[config.mk]
export PLATFORM = sky130hd
export DESIGN_NAME = ffba_ctrl
export DESIGN_NICKNAME = d
export VERILOG_FILES = /design/src/hdl/ffba_pkg.sv /design/src/hdl/ffba_ctrl.sv
export SDC_FILE = /design/constraint.sdc
export NUM_CORES = 1
export LEC_CHECK = 0
export BUFFER_PORTS_ARGS = -buffer_cell sky130_fd_sc_hd__buf_2
export CAP_MARGIN = 30
export CORE_AREA = 2 2 39 41
export CTS_BUF_LIST = sky130_fd_sc_hd__clkbuf_16
export CTS_CLUSTER_SIZE = 8
export DETAILED_ROUTE_END_ITERATION = 8
export DIE_AREA = 0 0 41 43
export HOLD_SLACK_MARGIN = 0.06
export PLACE_DENSITY = 0.66
export SLEW_MARGIN = 5
export SYNTH_ARGS = -nofsm -noshare
export SYNTH_HDL_FRONTEND = slang
export SYNTH_SLANG_ARGS = --single-unit
[constraint.sdc]
create_clock -name i_clk -period 1.5 [get_ports i_clk]
set_input_delay 0.375 -clock i_clk [delete_from_list [all_inputs] [get_ports i_clk]]
set_output_delay 0.375 -clock i_clk [all_outputs]
set_load 0.03 [all_outputs]
[src/hdl/ffba_pkg.sv]
`default_nettype none

package ffba_pkg;

    // Default arena size in granules
    localparam int HEAP_GRANULES_DEF = 4096;
    // Width of the address and size fields on the ports
    localparam int FIELD_W = 12;

    // Operation codes
    localparam logic OP_ALLOC = 1'b0;
    localparam logic OP_FREE  = 1'b1;

    // Request payload
    typedef struct packed {
        logic               operation;
        logic [FIELD_W-1:0] req_size;
        logic [FIELD_W-1:0] payload_address;
    } t_req;

    // Response payload
    typedef struct packed {
        logic               alloc_ok;
        logic [FIELD_W-1:0] result_address;
    } t_rsp;

    // Commands from the controller to the datapath
    typedef struct packed {
        logic clear;    // write one entry of the clearing pass
        logic load;     // capture request, start first header read
        logic a_step;   // alloc miss: move to next header and read it
        logic a_split;  // write header of the split remainder
        logic a_hdr;    // write allocated header
        logic f_hdr;    // free: take own header, read following one
        logic f_merge;  // absorb following free block, read the next
        logic f_wb;     // write merged free header
        logic res_ld;   // load response register
        logic res_ok;   // success flag for the response
    } t_cmd;

    // Status from the datapath to the controller
    typedef struct packed {
        logic in_op;      // operation of the pending request
        logic need_zero;  // allocate of size zero
        logic loc_bad;    // free address out of the arena
        logic fit;        // header read is free and large enough
        logic split;      // remainder exceeds one header granule
        logic a_end;      // next header of the walk is the end marker
        logic f_end;      // block after the freed one is the end marker
        logic m_end;      // block after the absorbed one is the end marker
        logic q_start;    // header read is a block start
        logic q_free;     // header read is free
        logic clr_last;   // clearing pass at its last entry
    } t_sts;

endpackage

`default_nettype wire

[src/hdl/ffba_ctrl.sv]
`default_nettype none

module ffba_ctrl
    import ffba_pkg::*;
(
    input  wire logic i_clk,
    input  wire logic i_rst_n,
    input  wire logic i_req_valid,
    output logic      o_req_ready,
    output logic      o_rsp_valid,
    input  wire logic i_rsp_ready,
    input  wire t_sts i_sts,
    output t_cmd      o_cmd
);

    typedef enum logic [2:0] {
        S_CLR,
        S_IDLE,
        S_A_CHK,
        S_A_HDR,
        S_F_CHK,
        S_F_MRG,
        S_F_WB,
        S_RESP
    } t_state;

    t_state r_state, n_state;
    logic   r_ok, n_ok;
    logic   r_rsp_valid, n_rsp_valid;

    // Next state and commands
    always_comb begin
        n_state = r_state;
        n_ok    = r_ok;
        o_cmd   = '0;
        case (r_state)
            S_CLR: begin
                o_cmd.clear = 1'b1;
                if (i_sts.clr_last) begin
                    n_state = S_IDLE;
                end
            end
            S_IDLE: begin
                if (i_req_valid) begin
                    o_cmd.load = 1'b1;
                    if (i_sts.in_op == OP_ALLOC) begin
                        if (i_sts.need_zero) begin
                            n_ok    = 1'b0;
                            n_state = S_RESP;
                        end else begin
                            n_state = S_A_CHK;
                        end
                    end else if (i_sts.loc_bad) begin
                        n_ok    = 1'b0;
                        n_state = S_RESP;
                    end else begin
                        n_state = S_F_CHK;
                    end
                end
            end
            S_A_CHK: begin
                if (i_sts.fit) begin
                    if (i_sts.split) begin
                        o_cmd.a_split = 1'b1;
                        n_state       = S_A_HDR;
                    end else begin
                        o_cmd.a_hdr = 1'b1;
                        n_ok        = 1'b1;
                        n_state     = S_RESP;
                    end
                end else if (i_sts.a_end) begin
                    n_ok    = 1'b0;
                    n_state = S_RESP;
                end else begin
                    o_cmd.a_step = 1'b1;
                end
            end
            S_A_HDR: begin
                o_cmd.a_hdr = 1'b1;
                n_ok        = 1'b1;
                n_state     = S_RESP;
            end
            S_F_CHK: begin
                if (!i_sts.q_start) begin
                    n_ok    = 1'b0;
                    n_state = S_RESP;
                end else begin
                    o_cmd.f_hdr = 1'b1;
                    n_state     = i_sts.f_end ? S_F_WB : S_F_MRG;
                end
            end
            S_F_MRG: begin
                if (i_sts.q_free) begin
                    o_cmd.f_merge = 1'b1;
                    if (i_sts.m_end) begin
                        n_state = S_F_WB;
                    end
                end else begin
                    n_state = S_F_WB;
                end
            end
            S_F_WB: begin
                o_cmd.f_wb = 1'b1;
                n_ok       = 1'b1;
                n_state    = S_RESP;
            end
            S_RESP: begin
                // wait for the response register to be free
                if (!r_rsp_valid || i_rsp_ready) begin
                    o_cmd.res_ld = 1'b1;
                    o_cmd.res_ok = r_ok;
                    n_state      = S_IDLE;
                end
            end
            default: begin
                n_state = S_IDLE;
            end
        endcase
    end

    // Response valid
    always_comb begin
        if (o_cmd.res_ld) begin
            n_rsp_valid = 1'b1;
        end else if (i_rsp_ready) begin
            n_rsp_valid = 1'b0;
        end else begin
            n_rsp_valid = r_rsp_valid;
        end
    end

    // State and registered outputs
    always_ff @(posedge i_clk) begin
        if (!i_rst_n) begin
            r_state     <= S_CLR;
            r_ok        <= 1'b0;
            r_rsp_valid <= 1'b0;
        end else begin
            r_state     <= n_state;
            r_ok        <= n_ok;
            r_rsp_valid <= n_rsp_valid;
        end
    end

    assign o_req_ready = (r_state == S_IDLE);
    assign o_rsp_valid = r_rsp_valid;

endmodule

`default_nettype wire

==> impl_metrics.json, run 1 <==
{
  "totalWireLength_mm": 1.91,
  "finalCoreUtilization_pct": 77.8,
  "grt_util_met3_pct": 3.14,
  "yosys_warnings": 0,
  "reg2regPathDepth": 5,
  "finalSetupViolCount": 7,
  "layout_commonest_cell": "buf_4",
  "grt_setup_unrepaired": "yes",
  "timing.rr.start": "r_state[1]$_SDFFE_PN0P_",
  "slew-limit-headroom_pct": 75.3,
  "synth_edf_count": 0,
  "grt_max_degree": 9,
  "slew_viol_final": 0,
  "crit_chain": "nand2b_4 -> nor4_4 -> buf_4",
  "arrival_ps": 1180,
  "cts_root_buffer": "clkbuf_16",
  "required_ps": 1120,
  "violations": "negative setup slack",
  "ys_async_sr_fraction_pct": 0,
  "grt_pass1_wl_mm": 2.75,
  "syn_inst": 70,
  "irDropWorstVdd_mv": 0.714,
  "max-cap-violations": 0,
  "worstSkewPairLatency_ps": 230,
  "ys_seq_area_share_pct": 19.7,
  "crit_fanout": 8,
  "use_met2_pct": 40.3,
  "cts.sinks": 5,
  "synth_top_area_share_pct": 19.7,
  "period_share_pct": 104,
  "ys.flop_type": "dfxtp_1",
  "area_delta_synth_final_pct": 112,
  "core_area_sq_um": 1380,
  "synth_area_leaders": "dfxtp_1, nor3_1, a21oi_1",
  "endpoint": "o_cmd[7]",
  "ios": 27,
  "drt_iter0_markers": 24,
  "grt.busiest_layer": "met2",
  "worstMarginPinSlew_ps": 367,
  "min_path_type": "primary input to flip-flop",
  "ys_seq_elements": 5,
  "cts.path.max_buffers": 2,
  "drt_pre_antenna_iters": 4,
  "end_kind": "output pin",
  "vias": 714,
  "antenna_found_initial": 0,
  "netlist_area_sq_um": 509,
  "drive_gt1_share_pct": 64.3,
  "grt_util_met1_pct": 23.6,
  "yosysUniqueCellTypes": 32,
  "cp_slowest_cell": "dfxtp_4",
  "stdcell_count": 131,
  "overflow": 0,
  "critPathLaunch": "r_state[0]$_SDFFE_PN0P_",
  "p_leak_nw": 0.487,
  "start_kind": "flip-flop",
  "setup_ws_ps": -57.0,
  "drtAntennaViolNets": 0,
  "synth_area_leader_cell": "dfxtp_1",
  "outcome": "complete, but fails checks",
  "max_freq_ghz": 0.642,
  "cts_buffers": 3,
  "grt_pass1_vias": 686,
  "dp_hpwl_mm": 1.21,
  "critPathKind": "flip-flop to output pin",
  "diodes": 0,
  "final_cell_mix": "buf_4, buf_2, buf_6",
  "grt.total_usage_pct": 22.2,
  "postSynthAreaPerCell_sq_um": 7.27,
  "dieArea_sq_um": 1760,
  "gp_congestion": 0.853,
  "wl_per_cell_um": 14.6,
  "cpPeakStageDelay_ps": 370,
  "nets": 131,
  "initial_utilization_pct": 36.8,
  "cts_hold_buf": 0,
  "r2r_setup_slack_ps": -20,
  "drc": 0,
  "finalHoldViolCount": 0,
  "routed_via_density": 5.45,
  "synth_nets": 85,
  "rows": 14,
  "die_y_um": 43,
  "pre_cts_ws_ps": 17.0,
  "placedCellCount": 119,
  "path_clk_slew_ps": 30,
  "cts_tree": "built",
  "clock_skew_ps": 4.09,
  "finalCriticalPeriod_ps": 1560,
  "cts-htree-levels": 1,
  "powerDensity_nw_per_um2": 723,
  "r2r-end": "r_state[0]$_SDFFE_PN0P_",
  "die_x_um": 41,
  "port-buffer-count": 26
}
## routing by layer
layer | wire (um) | part of all wire (%) | vias up
met3 | 104 | 5.4 | 2
met4 | 10 | 0.52 | 0
li1 | - | - | 355
met5 | 0 | 0 | -
met1 | 728 | 38 | 334
met2 | 1070 | 56 | 23
## worst max-delay path, delay by kind of cell, from the launching register on
kind | cells | cell delay (ps)
and+or+nand+nor | 2 | 370
buffers and inverters | 1 | 220
DFF | 1 | 370
## repair_timing
action	4_1_cts	5_1_grt
resized for setup	20	26
setup buffers	2	5
cloned	1	0
pin swaps	1	4
setup endpoints to repair	11	13
## per-stage QoR
step / cell area, sq um / power (W) / hold slack (ps) / TNS, ps
after floorplan: 542 / 0.000234 / 439 / -381
after global placement: 754 / 0.000292 / 454 / 0
after detailed placement: 754 / 0.000295 / 464 / 0
after CTS: 941 / 0.000738 / 426 / -249
after global routing: 1080 / 0.000802 / 474 / -485
final: 1080 / 0.000779 / 426 / -189
## synthesized netlist by cell type (all sizes together) (2+ instances only)
cell type  n
a21oi      8
nand3      2
and3       4
nor2       2
and2       3
buf        5
o21ai      3
nor3       9
nand2b     4
dfxtp      5
nand2      4
nor4       2
mux2i      2
inv        4
## area by class of cell
class                      instances  area (sq um)
multi-input combinational         56           473
timing repair buffer              46           375
fill                              95           307
sequential                         5           111
clock buffer                       3          75.1
tap                               16          20.0
inverter                           4          18.8
clock inverter                     1          3.75
## report_power, final
| group | total [W] | internal (W) | switching, W |
|---|---|---|---|
| logic | 0.000201 | 0.000104 | 0.0000977 |
| clock network | 0.000432 | 0.000345 | 0.0000870 |
| registers | 0.000146 | 0.000135 | 0.0000108 |
## registers in the layout, indices dropped and copies added, names as in the netlist
| name | count |
|---|---|
| r_state | 3 |
| o_rsp_valid | 1 |
| r_ok | 1 |
## logic make-up (layout without fill, tap and decap cells)
group	after synthesis	count (layout)	share of synthesized area (%)
AO/OA/AOI/OAI	20	20	27.0
buffers and inverters	9	54	10.8
flip-flops	5	5	19.7
multiplexers	2	2	3.93
AND/OR/NAND/NOR	34	34	38.6
## how the worst min path moves through the flow
stage / start / to / slack [ps] / cells past startpoint
after global placement: r_ok$_SDFFE_PN0P_ / r_ok$_SDFFE_PN0P_ / 450 / 2
after floorplan: r_ok$_SDFFE_PN0P_ / r_ok$_SDFFE_PN0P_ / 440 / 2
after detailed placement: r_ok$_SDFFE_PN0P_ / r_ok$_SDFFE_PN0P_ / 460 / 2
final: i_rst_n / r_state[1]$_SDFFE_PN0P_ / 430 / 3
after CTS: i_rst_n / r_state[1]$_SDFFE_PN0P_ / 430 / 3
after global routing: i_rst_n / r_ok$_SDFFE_PN0P_ / 470 / 3
Power figures use the tool's default switching activity.
==> inputs of run 2 (changes only) <==
- BUFFER_PORTS_ARGS: -buffer_cell sky130_fd_sc_hd__buf_2 -> default
- DONT_BUFFER_PORTS: default -> 1
- PLACE_DENSITY: 0.66 -> 0.48
- SETUP_SLACK_MARGIN: default -> 0.02
==> run 2 against run 1 <==
Net effect:
- the run still ends with negative setup slack left
- global-route usage fell by 1.7 points
- routed wire length is 11% lower
- design area down 14%
- largest cell class unchanged
- highest routed layer unchanged
==> impl_metrics.json, run 2 (synthesized netlist as in run 1, its figures left out) <==
{
  "worstMarginPinSlew_ps": 326,
  "cp_slowest_cell": "dfxtp_4",
  "min_path_type": "primary input to flip-flop",
  "crit_top_cell": "buf_6",
  "antenna_found_initial": 0,
  "fillers": 118,
  "clock_skew_ps": 2.28,
  "drive_gt1_share_pct": 58.1,
  "worstSkewPairLatency_ps": 230,
  "seq_area_sq_um": 111,
  "end_kind": "output pin",
  "setup_ws_ps": -29.4,
  "dp_hpwl_mm": 1.17,
  "switching_share_pct": 24.2,
  "crit_fanout": 7,
  "switchingPower_w": 0.000177,
  "grt_pass1_wl_mm": 2.45,
  "p_total_w": 0.000733,
  "die_x_um": 41,
  "finalSetupViolCount": 1,
  "start_kind": "flip-flop",
  "dieArea_sq_um": 1760,
  "crit_chain": "buf_6 -> nor3_4 -> and2_4 -> buf_6",
  "cts_tree": "built",
  "slew_viol_final": 0,
  "path_clk_slew_ps": 30,
  "initial_utilization_pct": 36.8,
  "area_delta_synth_final_pct": 82.8,
  "finalCoreUtilization_pct": 67.3,
  "p_leak_nw": 0.379,
  "holdWs_ps": 304,
  "diodes": 0,
  "finalCriticalPeriod_ps": 1530,
  "totalWireLength_mm": 1.70,
  "overflow": 0,
  "multiInputGateArea_sq_um": 479,
  "clkPwrFrac_pct": 59.3,
  "wl_per_cell_um": 15.6,
  "slew-limit-headroom_pct": 78.2,
  "critPathKind": "flip-flop to output pin",
  "powerDensity_nw_per_um2": 787,
  "port-buffer-count": 0,
  "rows": 14,
  "final_cell_mix": "buf_4, buf_6, a21oi_1",
  "routed_via_density": 5.78,
  "drt_iter0_markers": 3,
  "drt_pre_antenna_iters": 2,
  "cpPeakStageDelay_ps": 360,
  "finalHoldViolCount": 0,
  "layout_commonest_cell": "buf_4",
  "largest_reg_flops": 3,
  "cts_root_buffer": "clkbuf_16",
  "max-cap-violations": 0,
  "irDropWorstVdd_mv": 1.15,
  "period_share_pct": 102,
  "regMostFlops": "r_state",
  "internal_power_w": 0.000555,
  "pre_cts_ws_ps": 42.8,
  "cts-htree-levels": 1,
  "p_seq_share_pct": 19.6,
  "grt_max_degree": 9,
  "ios": 27,
  "combPwrFrac_pct": 21.0,
  "gp_congestion": 0.793,
  "vias": 630,
  "nets": 109,
  "die_y_um": 43,
  "grt.total_usage_pct": 20.5,
  "drc": 0,
  "grt_pass1_vias": 603,
  "max_freq_ghz": 0.654,
  "required_ps": 1120,
  "drtAntennaViolNets": 0,
  "cts_buffers": 3,
  "violations": "negative setup slack",
  "outcome": "complete, but fails checks",
  "core_area_sq_um": 1380,
  "grt_setup_unrepaired": "yes",
  "arrival_ps": 1150,
  "cts.sinks": 5,
  "cts.path.max_buffers": 2
}
==> run 2: repair_timing <==
| item | 4_1_cts | 5_1_grt |
|---|---|---|
| setup endpoints to repair | 11 | 12 |
| resized for setup | 20 | 16 |
| pin swaps | 3 | 5 |
| hold buffers | 0 | 0 |
| setup buffers | 4 | 1 |
| endpoints found under the hold margin | 0 | 0 |
==> run 2: power by group through the flow <==
| stage | logic, W | registers, W | clock network, W |
|---|---|---|---|
| finish | 0.000154 | 0.000144 | 0.000435 |
| CTS | 0.000140 | 0.000143 | 0.000438 |
| global route | 0.000167 | 0.000145 | 0.000453 |
| floorplan | 0.0000914 | 0.000142 | 0 |
| detailed placement | 0.000122 | 0.000146 | 0 |
| global placement | 0.000122 | 0.000146 | 0 |
==> run 2: final cells by class <==
type	instances	share of cell area (%)
inverters	4	1.61
clock inverters	1	0.403
flip-flops and latches	5	12.0
well taps	16	2.15
multi-input cells	56	51.5
clock buffers	3	8.06
repair buffers	24	24.3
==> run 2: worst max-delay path: cells and delay by family (launching register included) <==
| kind | cells | cell delay [ps] |
|---|---|---|
| flip-flops | 1 | 360 |
| AND/OR/NAND/NOR | 2 | 320 |
| buffers and inverters | 2 | 250 |
==> run 2: layer usage <==
layer	vias up	GRT usage [%]	wire length (um)
met3	6	1.57	65
met5	-	0	0
met2	16	34.1	920
met1	298	23.9	664
met4	0	12.0	46
li1	310	-	-
==> run 2: path summary, 6_finish.rpt <==
kind / start / end / slack, ps / cells past startpoint
setup / recovery: r_state[2]$_SDFFE_PN0P_ / o_cmd[8] / -30 / 4
hold reg to reg: r_ok$_SDFFE_PN0P_ / r_ok$_SDFFE_PN0P_ / 460 / 2
setup reg to reg: r_state[1]$_SDFFE_PN0P_ / r_state[2]$_SDFFE_PN0P_ / 30 / 6
hold / removal: i_rst_n / r_ok$_SDFFE_PN0P_ / 300 / 2
==> run 2: per-stage QoR <==
step / TNS (ps) / instance area, sq um / cells
2_1_floorplan: -381 / 542 / 70
6_report: -29.4 / 931 / 109
3_3_place_gp: 0 / 677 / 100
3_5_place_dp: 0 / 677 / 100
4_1_cts: -56.7 / 851 / 108
5_1_grt: -270 / 931 / 109
